==> src/lcar_pkg.sv <==
// ============================================================================
// lcar_pkg
// Shared types and constants of the load cell converter reader.
// ============================================================================
package lcar_pkg;

    localparam int DATA_BITS_DEF    = 24;
    localparam int EXTRA_PULSES_DEF = 1;

    localparam int ALIGN_BITS  = 32;
    localparam int HALF_W      = 16;
    localparam int SETTLE_W    = 16;
    localparam int RAW_W       = 24;
    localparam int NET_W       = 34;
    localparam int CAL_W       = 48;
    localparam int TILT_W      = 24;
    localparam int QUEUE_DEPTH = 4;

    localparam int APB_ADDR_W = 5;
    localparam int APB_DATA_W = 64;

    // 78125 / 2^32 grams per aligned count, in Q.16: c * 78125 / 2^16
    localparam logic [16:0] WEIGHT_MUL = 17'd78125;

    localparam logic [HALF_W-1:0]   HALF_PERIOD_RST = 16'd50;
    localparam logic [SETTLE_W-1:0] SETTLE_RST      = 16'd250;
    localparam logic [NET_W-1:0]    INTERCEPT_RST   = '0;
    localparam logic [TILT_W-1:0]   TILT_RST        = 24'd65536;

    localparam logic [1:0] REG_HALF_PERIOD = 2'd0;
    localparam logic [1:0] REG_SETTLE      = 2'd1;
    localparam logic [1:0] REG_INTERCEPT   = 2'd2;
    localparam logic [1:0] REG_TILT        = 2'd3;

    typedef struct packed {
        logic                  clk_level;
        logic                  conv;
        logic                  tare;
        logic [ALIGN_BITS-1:0] aligned;
    } tick_t;

    typedef struct packed {
        logic [HALF_W-1:0]   half_period;
        logic [SETTLE_W-1:0] settle;
    } timing_t;

    typedef struct packed {
        logic signed [NET_W-1:0] intercept;
        logic [TILT_W-1:0]       tilt;
    } cal_t;

endpackage

==> src/lcar_front.sv <==
// ============================================================================
// lcar_front
// Serial clock pulse sequencer: one tick per transfer, shifts in the reading.
// ============================================================================
module lcar_front #(
    parameter int DATA_BITS    = lcar_pkg::DATA_BITS_DEF,
    parameter int EXTRA_PULSES = lcar_pkg::EXTRA_PULSES_DEF
) (
    input  logic              clk,
    input  logic              rst_n,
    input  logic              advance,
    input  logic              dout_level,
    input  lcar_pkg::timing_t timing,
    output lcar_pkg::tick_t   entry
);

    localparam int PULSES = DATA_BITS + EXTRA_PULSES;
    localparam int BC_W   = $clog2(PULSES + 1);
    localparam logic [DATA_BITS-1:0] MSB_MASK = {1'b1, {(DATA_BITS-1){1'b0}}};

    localparam logic [2:0] PH_PWR_HIGH = 3'd0;
    localparam logic [2:0] PH_PWR_LOW  = 3'd1;
    localparam logic [2:0] PH_WAIT     = 3'd2;
    localparam logic [2:0] PH_SETTLE   = 3'd3;
    localparam logic [2:0] PH_HIGH     = 3'd4;
    localparam logic [2:0] PH_LOW      = 3'd5;

    logic [2:0]                   phase_reg, phase_next;
    logic [lcar_pkg::HALF_W-1:0]  tick_reg, tick_next;
    logic [BC_W-1:0]              bit_reg, bit_next;
    logic [DATA_BITS-1:0]         shift_reg, shift_next;
    logic                         tare_taken_reg, tare_taken_next;

    logic [lcar_pkg::HALF_W-1:0]  hp;
    logic [lcar_pkg::HALF_W:0]    tick_inc;
    logic                         hp_done;
    logic                         settle_done;
    logic [BC_W-1:0]              bit_inc;
    logic [DATA_BITS-1:0]         shift_new;
    logic [DATA_BITS-1:0]         count;

    always_comb
    begin
        hp          = (timing.half_period == '0) ? lcar_pkg::HALF_W'(1) : timing.half_period;
        tick_inc    = {1'b0, tick_reg} + (lcar_pkg::HALF_W+1)'(1);
        hp_done     = tick_inc >= {1'b0, hp};
        settle_done = tick_inc >= {1'b0, timing.settle};
        bit_inc     = bit_reg + BC_W'(1);
        shift_new   = (bit_reg < BC_W'(DATA_BITS))
                    ? {shift_reg[DATA_BITS-2:0], dout_level} : shift_reg;
        count       = shift_new ^ MSB_MASK;
    end

    always_comb
    begin
        phase_next      = phase_reg;
        tick_next       = tick_reg;
        bit_next        = bit_reg;
        shift_next      = shift_reg;
        tare_taken_next = tare_taken_reg;
        entry           = '0;
        unique case (phase_reg)
            PH_PWR_HIGH:
            begin
                entry.clk_level = 1'b1;
                tick_next       = tick_inc[lcar_pkg::HALF_W-1:0];
                if (hp_done)
                begin
                    phase_next = PH_PWR_LOW;
                    tick_next  = '0;
                end
            end
            PH_PWR_LOW:
            begin
                tick_next = tick_inc[lcar_pkg::HALF_W-1:0];
                if (hp_done)
                begin
                    phase_next = PH_WAIT;
                    tick_next  = '0;
                end
            end
            PH_WAIT:
            begin
                if (!dout_level)
                begin
                    tick_next  = '0;
                    phase_next = (timing.settle != '0) ? PH_SETTLE : PH_HIGH;
                end
            end
            PH_SETTLE:
            begin
                tick_next = tick_inc[lcar_pkg::HALF_W-1:0];
                if (settle_done)
                begin
                    phase_next = PH_HIGH;
                    tick_next  = '0;
                end
            end
            PH_HIGH:
            begin
                entry.clk_level = 1'b1;
                tick_next       = tick_inc[lcar_pkg::HALF_W-1:0];
                if (hp_done)
                begin
                    phase_next = PH_LOW;
                    tick_next  = '0;
                end
            end
            PH_LOW:
            begin
                tick_next = tick_inc[lcar_pkg::HALF_W-1:0];
                if (hp_done)
                begin
                    tick_next  = '0;
                    shift_next = shift_new;
                    bit_next   = bit_inc;
                    phase_next = PH_HIGH;
                    if (bit_inc >= BC_W'(PULSES))
                    begin
                        entry.conv      = 1'b1;
                        entry.tare      = !tare_taken_reg;
                        entry.aligned   = lcar_pkg::ALIGN_BITS'(count)
                                        << (lcar_pkg::ALIGN_BITS - DATA_BITS);
                        tare_taken_next = 1'b1;
                        shift_next      = '0;
                        bit_next        = '0;
                        phase_next      = PH_WAIT;
                    end
                end
            end
            default:
            begin
                phase_next = PH_WAIT;
                tick_next  = '0;
            end
        endcase
    end

    always_ff @(posedge clk or negedge rst_n)
    begin
        if (!rst_n)
        begin
            phase_reg      <= PH_PWR_HIGH;
            tick_reg       <= '0;
            bit_reg        <= '0;
            shift_reg      <= '0;
            tare_taken_reg <= 1'b0;
        end
        else if (advance)
        begin
            phase_reg      <= phase_next;
            tick_reg       <= tick_next;
            bit_reg        <= bit_next;
            shift_reg      <= shift_next;
            tare_taken_reg <= tare_taken_next;
        end
    end

endmodule

==> src/lcar_queue.sv <==
// ============================================================================
// lcar_queue
// Short tick queue between the pulse sequencer and the scaling unit.
// ============================================================================
module lcar_queue (
    input  logic            clk,
    input  logic            rst_n,
    input  logic            wr_en,
    input  lcar_pkg::tick_t wr_entry,
    input  logic            rd_en,
    output lcar_pkg::tick_t rd_entry,
    output logic            full,
    output logic            not_empty
);

    localparam int DEPTH = lcar_pkg::QUEUE_DEPTH;
    localparam int PTR_W = $clog2(DEPTH);
    localparam int CNT_W = $clog2(DEPTH + 1);

    lcar_pkg::tick_t  mem [DEPTH];
    logic [PTR_W-1:0] wr_ptr_reg;
    logic [PTR_W-1:0] rd_ptr_reg;
    logic [CNT_W-1:0] count_reg;

    assign full      = count_reg == CNT_W'(DEPTH);
    assign not_empty = count_reg != '0;
    assign rd_entry  = mem[rd_ptr_reg];

    always_ff @(posedge clk)
    begin
        if (wr_en)
        begin
            mem[wr_ptr_reg] <= wr_entry;
        end
    end

    always_ff @(posedge clk or negedge rst_n)
    begin
        if (!rst_n)
        begin
            wr_ptr_reg <= '0;
            rd_ptr_reg <= '0;
            count_reg  <= '0;
        end
        else
        begin
            if (wr_en)
            begin
                wr_ptr_reg <= wr_ptr_reg + PTR_W'(1);
            end
            if (rd_en)
            begin
                rd_ptr_reg <= rd_ptr_reg + PTR_W'(1);
            end
            if (wr_en && !rd_en)
            begin
                count_reg <= count_reg + CNT_W'(1);
            end
            else if (rd_en && !wr_en)
            begin
                count_reg <= count_reg - CNT_W'(1);
            end
        end
    end

endmodule

==> src/lcar_back.sv <==
// ============================================================================
// lcar_back
// Scaling unit: weight, tare, net and calibrated value, plus the result slot.
// ============================================================================
module lcar_back #(
    parameter int DATA_BITS = lcar_pkg::DATA_BITS_DEF
) (
    input  logic                                clk,
    input  logic                                rst_n,
    input  logic                                entry_ready,
    input  lcar_pkg::tick_t                     entry,
    output logic                                entry_take,
    input  lcar_pkg::cal_t                      cal,
    input  logic                                pop,
    output logic                                empty,
    output logic                                clock_out,
    output logic                                sample_valid,
    output logic [lcar_pkg::RAW_W-1:0]          raw_count,
    output logic signed [lcar_pkg::NET_W-1:0]   net_grams,
    output logic signed [lcar_pkg::CAL_W-1:0]   calibrated_grams
);

    localparam int NET_W  = lcar_pkg::NET_W;
    localparam int DIFF_W = NET_W + 2;
    localparam int PART_W = DIFF_W + 13;
    localparam int PROD_W = 60;
    localparam int MULW_W = lcar_pkg::ALIGN_BITS + 17;
    localparam int W_W    = NET_W - 1;

    localparam logic [2:0] ST_PROD   = 3'd0;
    localparam logic [2:0] ST_WEIGHT = 3'd1;
    localparam logic [2:0] ST_NET    = 3'd2;
    localparam logic [2:0] ST_DIFF   = 3'd3;
    localparam logic [2:0] ST_MUL    = 3'd4;
    localparam logic [2:0] ST_SUM    = 3'd5;
    localparam logic [2:0] ST_OUT    = 3'd6;

    logic                                 busy_reg;
    logic [2:0]                           step_reg;
    logic                                 out_valid_reg;
    logic signed [NET_W-1:0]              tare_reg;

    logic                                 clk_lvl_reg;
    logic                                 tare_flag_reg;
    logic [lcar_pkg::ALIGN_BITS-1:0]      aligned_reg;
    logic [MULW_W-1:0]                    prod_reg;
    logic [W_W-1:0]                       w_reg;
    logic signed [NET_W-1:0]              net_reg;
    logic signed [DIFF_W-1:0]             d_reg;
    logic signed [PART_W-1:0]             pl_reg;
    logic signed [PART_W-1:0]             ph_reg;
    logic signed [PROD_W-1:0]             p_reg;

    logic                                 clk_out_reg;
    logic                                 valid_out_reg;
    logic [lcar_pkg::RAW_W-1:0]           raw_out_reg;
    logic signed [NET_W-1:0]              net_out_reg;
    logic signed [lcar_pkg::CAL_W-1:0]    cal_out_reg;

    logic                                 out_free;
    logic                                 finish;
    logic [MULW_W-1:0]                    prod_rnd;
    logic signed [PROD_W:0]               p_sum;
    logic signed [PROD_W-1:0]             q_sum;
    logic signed [lcar_pkg::CAL_W-1:0]    cal_value;
    logic [lcar_pkg::RAW_W-1:0]           raw_value;

    always_comb
    begin
        out_free   = !out_valid_reg || pop;
        entry_take = entry_ready && !busy_reg && out_free;
        finish     = busy_reg && (step_reg == ST_OUT) && out_free;
        prod_rnd   = prod_reg + MULW_W'(32768);
        p_sum      = ((PROD_W+1)'(ph_reg) <<< 12) + (PROD_W+1)'(pl_reg);
        q_sum      = p_reg + PROD_W'(32768);
        // the rounded product stays within 44 bits, so no clipping is reached
        cal_value  = lcar_pkg::CAL_W'($signed(q_sum[PROD_W-1:16]));
        raw_value  = lcar_pkg::RAW_W'(aligned_reg >> (lcar_pkg::ALIGN_BITS - DATA_BITS));
    end

    assign empty            = !out_valid_reg;
    assign clock_out        = clk_out_reg;
    assign sample_valid     = valid_out_reg;
    assign raw_count        = raw_out_reg;
    assign net_grams        = net_out_reg;
    assign calibrated_grams = cal_out_reg;

    always_ff @(posedge clk or negedge rst_n)
    begin
        if (!rst_n)
        begin
            busy_reg      <= 1'b0;
            step_reg      <= ST_PROD;
            out_valid_reg <= 1'b0;
            tare_reg      <= '0;
        end
        else
        begin
            if (entry_take && entry.conv)
            begin
                busy_reg <= 1'b1;
                step_reg <= ST_PROD;
            end
            else if (finish)
            begin
                busy_reg <= 1'b0;
            end
            else if (busy_reg && step_reg != ST_OUT)
            begin
                step_reg <= step_reg + 3'd1;
            end

            if (busy_reg && step_reg == ST_NET && tare_flag_reg)
            begin
                tare_reg <= $signed({1'b0, w_reg});
            end

            if ((entry_take && !entry.conv) || finish)
            begin
                out_valid_reg <= 1'b1;
            end
            else if (pop)
            begin
                out_valid_reg <= 1'b0;
            end
        end
    end

    always_ff @(posedge clk)
    begin
        if (entry_take)
        begin
            clk_lvl_reg   <= entry.clk_level;
            tare_flag_reg <= entry.tare;
            aligned_reg   <= entry.aligned;
        end

        if (busy_reg)
        begin
            unique case (step_reg)
                ST_PROD:   prod_reg <= MULW_W'(aligned_reg) * MULW_W'(lcar_pkg::WEIGHT_MUL);
                ST_WEIGHT: w_reg    <= prod_rnd[MULW_W-1:16];
                ST_NET:    net_reg  <= $signed({1'b0, w_reg}) - tare_reg;
                ST_DIFF:   d_reg    <= DIFF_W'(net_reg) - DIFF_W'(cal.intercept);
                ST_MUL:
                begin
                    pl_reg <= PART_W'(d_reg) * PART_W'($signed({1'b0, cal.tilt[11:0]}));
                    ph_reg <= PART_W'(d_reg) * PART_W'($signed({1'b0, cal.tilt[23:12]}));
                end
                ST_SUM:    p_reg    <= p_sum[PROD_W-1:0];
                default:
                begin
                end
            endcase
        end

        if (entry_take && !entry.conv)
        begin
            clk_out_reg   <= entry.clk_level;
            valid_out_reg <= 1'b0;
            raw_out_reg   <= '0;
            net_out_reg   <= '0;
            cal_out_reg   <= '0;
        end
        else if (finish)
        begin
            clk_out_reg   <= clk_lvl_reg;
            valid_out_reg <= !tare_flag_reg;
            raw_out_reg   <= tare_flag_reg ? '0 : raw_value;
            net_out_reg   <= tare_flag_reg ? '0 : net_reg;
            cal_out_reg   <= tare_flag_reg ? '0 : cal_value;
        end
    end

endmodule

==> src/load_cell_adc_reader_scale_core.sv <==
// ============================================================================
// load_cell_adc_reader_scale_core
// Load cell serial converter reader with tare and linear calibration.
// ============================================================================
// Each transfer in is one tick of the serial timing and gives exactly one result
// transfer out, in order. The pulse sequencer takes one tick per cycle while full
// is low. A tick that completes a conversion goes through the scaling unit in
// order (weight multiply, round, net, intercept, two partial tilt products, sum
// and round); ticks behind it wait in a four-entry queue, and full rises once
// that queue is used up. While pop is held the rate is one tick per cycle between
// conversions; no tick is taken during a conversion. The first conversion after
// reset sets the tare and is reported with sample_valid low.
module load_cell_adc_reader_scale_core #(
    parameter int DATA_BITS    = lcar_pkg::DATA_BITS_DEF,
    parameter int EXTRA_PULSES = lcar_pkg::EXTRA_PULSES_DEF
) (
    input  logic                                   clk,
    input  logic                                   rst_n,
    input  logic                                   push,
    output logic                                   full,
    input  logic                                   dout_level,
    output logic                                   empty,
    input  logic                                   pop,
    output logic                                   clock_out,
    output logic                                   sample_valid,
    output logic [lcar_pkg::RAW_W-1:0]             raw_count,
    output logic signed [lcar_pkg::NET_W-1:0]      net_grams,
    output logic signed [lcar_pkg::CAL_W-1:0]      calibrated_grams,
    input  logic                                   psel,
    input  logic                                   penable,
    input  logic                                   pwrite,
    input  logic [lcar_pkg::APB_ADDR_W-1:0]        paddr,
    input  logic [lcar_pkg::APB_DATA_W-1:0]        pwdata,
    output logic [lcar_pkg::APB_DATA_W-1:0]        prdata,
    output logic                                   pready
);

    logic [lcar_pkg::HALF_W-1:0]        half_period_reg;
    logic [lcar_pkg::SETTLE_W-1:0]      settle_reg;
    logic signed [lcar_pkg::NET_W-1:0]  intercept_reg;
    logic [lcar_pkg::TILT_W-1:0]        tilt_reg;

    logic                cfg_write;
    logic [1:0]          reg_sel;
    logic                advance;
    lcar_pkg::tick_t     front_entry;
    lcar_pkg::tick_t     head_entry;
    logic                head_ready;
    logic                head_take;
    lcar_pkg::timing_t   timing;
    lcar_pkg::cal_t      cal;

    assign pready    = 1'b1;
    assign reg_sel   = paddr[4:3];
    assign cfg_write = psel && penable && pwrite && pready;
    assign advance   = push && !full;

    assign timing.half_period = half_period_reg;
    assign timing.settle      = settle_reg;
    assign cal.intercept      = intercept_reg;
    assign cal.tilt           = tilt_reg;

    always_ff @(posedge clk or negedge rst_n)
    begin
        if (!rst_n)
        begin
            half_period_reg <= lcar_pkg::HALF_PERIOD_RST;
            settle_reg      <= lcar_pkg::SETTLE_RST;
            intercept_reg   <= lcar_pkg::INTERCEPT_RST;
            tilt_reg        <= lcar_pkg::TILT_RST;
        end
        else if (cfg_write)
        begin
            unique case (reg_sel)
                lcar_pkg::REG_HALF_PERIOD: half_period_reg <= pwdata[lcar_pkg::HALF_W-1:0];
                lcar_pkg::REG_SETTLE:      settle_reg      <= pwdata[lcar_pkg::SETTLE_W-1:0];
                lcar_pkg::REG_INTERCEPT:   intercept_reg   <= pwdata[lcar_pkg::NET_W-1:0];
                lcar_pkg::REG_TILT:        tilt_reg        <= pwdata[lcar_pkg::TILT_W-1:0];
                default:
                begin
                end
            endcase
        end
    end

    always_comb
    begin
        unique case (reg_sel)
            lcar_pkg::REG_HALF_PERIOD: prdata = lcar_pkg::APB_DATA_W'(half_period_reg);
            lcar_pkg::REG_SETTLE:      prdata = lcar_pkg::APB_DATA_W'(settle_reg);
            lcar_pkg::REG_INTERCEPT:   prdata = lcar_pkg::APB_DATA_W'(intercept_reg);
            lcar_pkg::REG_TILT:        prdata = lcar_pkg::APB_DATA_W'(tilt_reg);
            default:                   prdata = '0;
        endcase
    end

    lcar_front #(
        .DATA_BITS    (DATA_BITS),
        .EXTRA_PULSES (EXTRA_PULSES)
    ) u_front (
        .clk        (clk),
        .rst_n      (rst_n),
        .advance    (advance),
        .dout_level (dout_level),
        .timing     (timing),
        .entry      (front_entry)
    );

    lcar_queue u_queue (
        .clk       (clk),
        .rst_n     (rst_n),
        .wr_en     (advance),
        .wr_entry  (front_entry),
        .rd_en     (head_take),
        .rd_entry  (head_entry),
        .full      (full),
        .not_empty (head_ready)
    );

    lcar_back #(
        .DATA_BITS (DATA_BITS)
    ) u_back (
        .clk              (clk),
        .rst_n            (rst_n),
        .entry_ready      (head_ready),
        .entry            (head_entry),
        .entry_take       (head_take),
        .cal              (cal),
        .pop              (pop),
        .empty            (empty),
        .clock_out        (clock_out),
        .sample_valid     (sample_valid),
        .raw_count        (raw_count),
        .net_grams        (net_grams),
        .calibrated_grams (calibrated_grams)
    );

endmodule

==> config.mk <==
export PLATFORM = sky130hd
export DESIGN_NAME = load_cell_adc_reader_scale_core
export DESIGN_NICKNAME = d
export VERILOG_FILES = /design/src/lcar_pkg.sv /design/src/lcar_front.sv /design/src/lcar_queue.sv /design/src/lcar_back.sv /design/src/load_cell_adc_reader_scale_core.sv
export SDC_FILE = /design/constraint.sdc
export NUM_CORES = 2
export LEC_CHECK = 0
export ABC_AREA = 1
export BUFFER_PORTS_ARGS = -buffer_cell sky130_fd_sc_hd__buf_2
export CAP_MARGIN = 10
export CORE_UTILIZATION = 55
export DETAILED_ROUTE_END_ITERATION = 8
export GPL_TIMING_DRIVEN = 1
export HOLD_SLACK_MARGIN = 0.08
export PLACE_DENSITY = 0.72
export SLEW_MARGIN = 10
export SYNTH_ARGS = -nofsm -noshare
export SYNTH_HDL_FRONTEND = slang
export SYNTH_HIERARCHICAL = 1
export SYNTH_SLANG_ARGS = --single-unit
==> constraint.sdc <==
create_clock -name clk -period 8.1 [get_ports clk]
set_clock_uncertainty 0.2 [all_clocks]
set_input_delay 0.405 -clock clk [delete_from_list [all_inputs] [get_ports clk]]
set_output_delay 0.405 -clock clk [all_outputs]
set_load 0.03 [all_outputs]
======== Word-level counts from Yosys, hierarchy flattened ========
Memories as Yosys holds them, arrays and structs flattened.
Index checks and enable logic that the tools add are counted.
storage, ports and cells
  register bits ........................... 634
  bits in writable memories ............... 140
  output and inout port bits .............. 175
  word-level logic and storage cells ...... 165
  memories kept ........................... 1
cells by class
  $add $sub $neg .......................... 12
  multiply operators ...................... 3
  order comparisons ....................... 4
  equality and inequality tests ........... 23
  multiplexer cells ....................... 38
  bitwise operators ....................... 1
  reductions and logical operators ........ 52
memories
  memory       words  width  read ports  clocked after memory_dff  wr ports  line              source
  u_queue.mem  4      35     1           0                         1         lcar_queue.sv:20  lcar_pkg::tick_t mem [DEPTH];
operators with widths
  kind                                                 number
  case mux 64 bit (4 select lines)                     1
  2-to-1 mux 34 bit                                    4
  multiplier 35 x 13 -> 48 bit                         2
  2-to-1 mux 24 bit                                    3
  2-to-1 mux 16 bit                                    4
  adder 60 x 17 -> 60 bit, second input constant       1
  adder 60 x 49 -> 60 bit                              1
  adder 49 x 16 -> 49 bit, second input constant       1
  multiplier 32 x 17 -> 49 bit, second input constant  1
  2-to-1 mux 48 bit                                    1
  case mux 16 bit (3 select lines)                     1
  2-to-1 mux 3 bit                                     13
  subtractor 34 x 34 -> 35 bit                         1
  >= comparator 17 x 16 -> 1 bit                       2
  subtractor 33 x 33 -> 34 bit                         1
  AND reduction 2 bit                                  12
  == test 3 bit, second input constant                 6
  case mux 3 bit (6 select lines)                      1
  adder 16 x 1 -> 17 bit, second input constant        1
  logical NOT 16 bit                                   1
  nonzero test 16 bit                                  1
  logical AND 1 bit                                    14
  == test 3 x 2 -> 1 bit, second input constant        4
  != test 2 x 1 -> 1 bit, second input constant        5
  25 further kinds                                     51

======== Depth between registers and ports, before layout ========
  word-level depth ........................ 7
  depth in mapped cells ................... 26

======== Modules after synthesis ========
Netlist, hierarchy kept.
by module, submodules not included
  module                           instances  cells an instance  area each (sq um)  seq. area each (sq um)
  lcar_back                        1          8208               64479.3            12021.5
  lcar_queue                       1          457                6000.8             4379.2
  load_cell_adc_reader_scale_core  1          566                4461.8             2264.7
  lcar_front                       1          610                4096.4             1226.2

======== Worst setup path before layout ========
OpenSTA, ideal clock, no wires.
  path kind ............................... register -> register
  from .................................... register u_back.step_reg[0]
  to ...................................... register u_back.ph_reg[0], enable pin
  data arrival time ....................... 6347 ps
  required time ........................... 7271 ps
  path slack .............................. 923 ps
  stages on the path, launching flop included .. 5
  period minus slack after synthesis ...... 7177 ps
  cells stage by stage .................... dfrtp_1 inv_1 ha_1 inv_1 nor3_1
between the ends
  longest elaborated chain between the ends .. 2
ends and longest elaborated chain
  element                               line              source
  start: declaration                    lcar_back.sv:39   logic [2:0] step_reg;
  start signal: assignment              lcar_back.sv:110  step_reg <= step_reg + 3'd1;
  == test 3 bit                         lcar_back.sv:140  unique case (step_reg)
  AND reduction 2 bit (no source line)  -
  end signal: assignment                lcar_back.sv:148  ph_reg <= PART_W'(d_reg) * PART_W'($signed({1'b0, cal.tilt[23:12]}));
  end: declaration                      lcar_back.sv:51   logic signed [PART_W-1:0] ph_reg;
No other way between the ends.
A chain may end at the register's enable or synchronous reset.

======== Worst setup path after layout ========
  from .................................... register u_back/d_reg[34] (netlist name)
  to ...................................... register u_back.pl_reg[44] (data pin)
between the ends
  longest elaborated chain between the ends .. 1
ends and longest elaborated chain
  element                       line              source
  multiplier 35 x 13 -> 48 bit  lcar_back.sv:147  pl_reg <= PART_W'(d_reg) * PART_W'($signed({1'b0, cal.tilt[11:0]}));
  end signal: assignment        lcar_back.sv:147
  end: declaration              lcar_back.sv:50   logic signed [PART_W-1:0] pl_reg;
No other way between the ends.

==> metrics <==
Synth Warn # 6; antenna violations before repair 3; RD Place Congestion 0.984; number of flip-flops in the largest register 140; Post-Syn Instances 9,841; run status completed; CORE AREA 142,000 µm²; final wirelength 234 mm; Synth cell types 68; Worst Tran Pin Value 1310 ps; commonest non-fill, non-tap cells in the layout nand2_1, inv_1, fa_1; crit path DAT 6900 ps; grt ovf 0; vias in the first global route 65.2k; Die ar. 145,000 µm²; Die H 381 µm; slew margin rel. 12.7%; Slew Viols, Final 0; Worst R2R Setup Slack 1410 ps; clock slew at reported path FFs 60 ps; Avg Synthesized Cell Area 8.03 µm²; final setup vio count 0; GRT Util Overall 32.5%; critical path class reg2reg; Num CTS Buffers 80; highest clock rate 150 MHz; Site Rows 138; area grow syn2layout 7.03%; FF+latch count, synth 727; Die W 381 µm; clk sink count 727; critical path startpoint category flop; initial core utilization 55.6%; commonest non-fill, non-tap cell in the layout nand2_1; Nets 11.6k; post-route ant nets 0; slowest stage delay, CP 1160 ps; Final period util 82.5%; via count 64.3k; sequential area share after synthesis 25.2%; Worst EP required 8310 ps; HPWL Detailed 190 mm; worst skew pair latency 720 ps; asr flop ratio synth 25.3%; IO Port Bufs 217; Hold Crit Class in2async; CP endpoint kind flop; post-cts resize count 0; Synth Flop Type edfxtp_1; CP max FO 24; # H-tree levels 3; Hold Vio Cnt, Final 0; layout cell share with drive strength beyond 1 5.29%; detailed router's first-iteration violation count 5,145; Clock Tree Buf Depth 3; Pre-antenna DRT Iters 6; Max Cap Viol 0; number of synthesized flops with an enable pin 440; Worst path top cell family by delay adder cells; routed vias/inst 5.40; post-layout min period 6690 ps; first-pass GRT wire length 365 mm; TritonCTS clock tree done; slowest cell on the critical path edfxtp_1; worst-path cell chain nand2_1 > inv_1 > fa_1 > inv_1 > fa_1 > fa_1 > inv_1 > fa_1 > inv_1 > fa_1 > inv_1 > ha_1 > a21oi_1 > nor2_1 > or2_2 > a21oi_1 > nand2_1 > a21oi_1 > nand2_1 > nand2_1 > nand2_1; synthesized area 79,000 µm²; Setup TNS 0 ps; Buf+Inv Stages, Crit Path 5; DRC viols 0; RSZ-0062 raised after global routing false; Root Buffer clkbuf_16; Ports 252; pin count of the biggest net entering global routing 95; wire length per cell 19.7 µm
routing by layer:
layer | up-vias | share of wire [%] | global-route usage, %
li1 | 30236 | - | -
met1 | 31354 | 42 | 43.1
met2 | 2290 | 47 | 53.8
met3 | 438 | 7.2 | 5.00
met4 | 2 | 3.8 | 12.0
met5 | - | 0.0055 | 0
stage by stage:
step | cells | hold slack, ps | worst slack [ps] | util, % | cell area, µm²
after CTS | 11914 | 80.7 | 1470 | 59.5 | 84600
after floorplan | 9848 | -90.6 | 923 | - | 79100
after global routing | 11914 | 140 | 1080 | 59.5 | 84600
after detailed placement | 11724 | 227 | 1480 | 57.4 | 81500
final | 11916 | 101 | 1410 | 59.5 | 84600
after global placement | 11724 | 225 | 1560 | 57.4 | 81500
cell type report:
type	count	area, µm²
Timing Repair Buffer	334	2090
Inverter	2363	8880
Tap cell	1890	2360
Multi-Input combinational cell	6455	48800
Antenna cell	2	5.00
Clock inverter	31	362
Sequential cell	727	19900
Clock buffer	114	2240
Fill cell	12753	57500
worst reg2reg max path, stage by stage (launching register included):
cell and delay, ps:
edfxtp_1 1160, nand2_1 180, inv_1 220, fa_1 490, inv_1 110, fa_1 600, fa_1 620, inv_1 50
fa_1 470, inv_1 50, fa_1 590, inv_1 70, ha_1 410, a21oi_1 260, nor2_1 50, or2_2 280
a21oi_1 120, nand2_1 70, a21oi_1 160, nand2_1 70, nand2_1 60, nand2_1 130
cell families after synthesis:
kind of cell	Yosys count	synth area share [%]
simple gates	3754	19.5
buf+inv	2666	13.2
fa+ha+maj	1513	32.5
compound gates	964	7.23
flops	727	25.2
xor+xnor	214	2.37
other cells	2	0.00950
mux	1	0.0142
path summary, 6_finish.rpt:
path,cells past startpoint,to,startpoint
hold / removal,2,u_back/tare_reg[27]$_DFFE_PN0P_,rst_n
min in group clk,5,u_front/shift_reg[0]$_DFFE_PN0P_,dout_level
setup / recovery,21,u_back/pl_reg[44]$_DFFE_PP_,u_back/d_reg[34]$_DFFE_PP_
setup reg to reg,21,u_back/pl_reg[44]$_DFFE_PP_,u_back/d_reg[34]$_DFFE_PP_
hold reg to reg,2,u_back/sample_valid$_SDFFE_PP0P_,u_back/sample_valid$_SDFFE_PP0P_
max in group asynchronous,3,tilt_reg[18]$_DFFE_PN0P_,rst_n
cell usage after synthesis (26+ instances only):
cell type	instances	share of area, %
xor2_1	155	1.7
buf_6	26	0.37
nand3_1	303	1.9
o211ai_1	77	0.73
o21bai_1	46	0.44
dfxtp_1	103	2.6
edfxtp_1	440	17
nand2_1	2470	12
clkbuf_1	190	0.90
inv_1	2351	11
xnor2_1	59	0.65
dfrtp_1	174	5.5
a21o_1	41	0.39
fa_1	901	23
a21oi_1	373	2.4
nor2_1	691	3.3
o21ai_0	265	1.7
buf_2	29	0.18
a22o_1	56	0.62
ha_1	612	9.7
buf_4	54	0.51
nor3_1	73	0.46
nand4_1	116	0.92
what timing repair did:
action                                 4_1_cts  5_1_grt
hold buffers                                45        0
setup endpoints to repair                    0        0
endpoints found under the hold margin      161        0
buffers inserted                             0        0
Power is left out: the tool's default activity adds up to more than one toggle a clock period on the data nets, which glitch-free logic cannot reach.
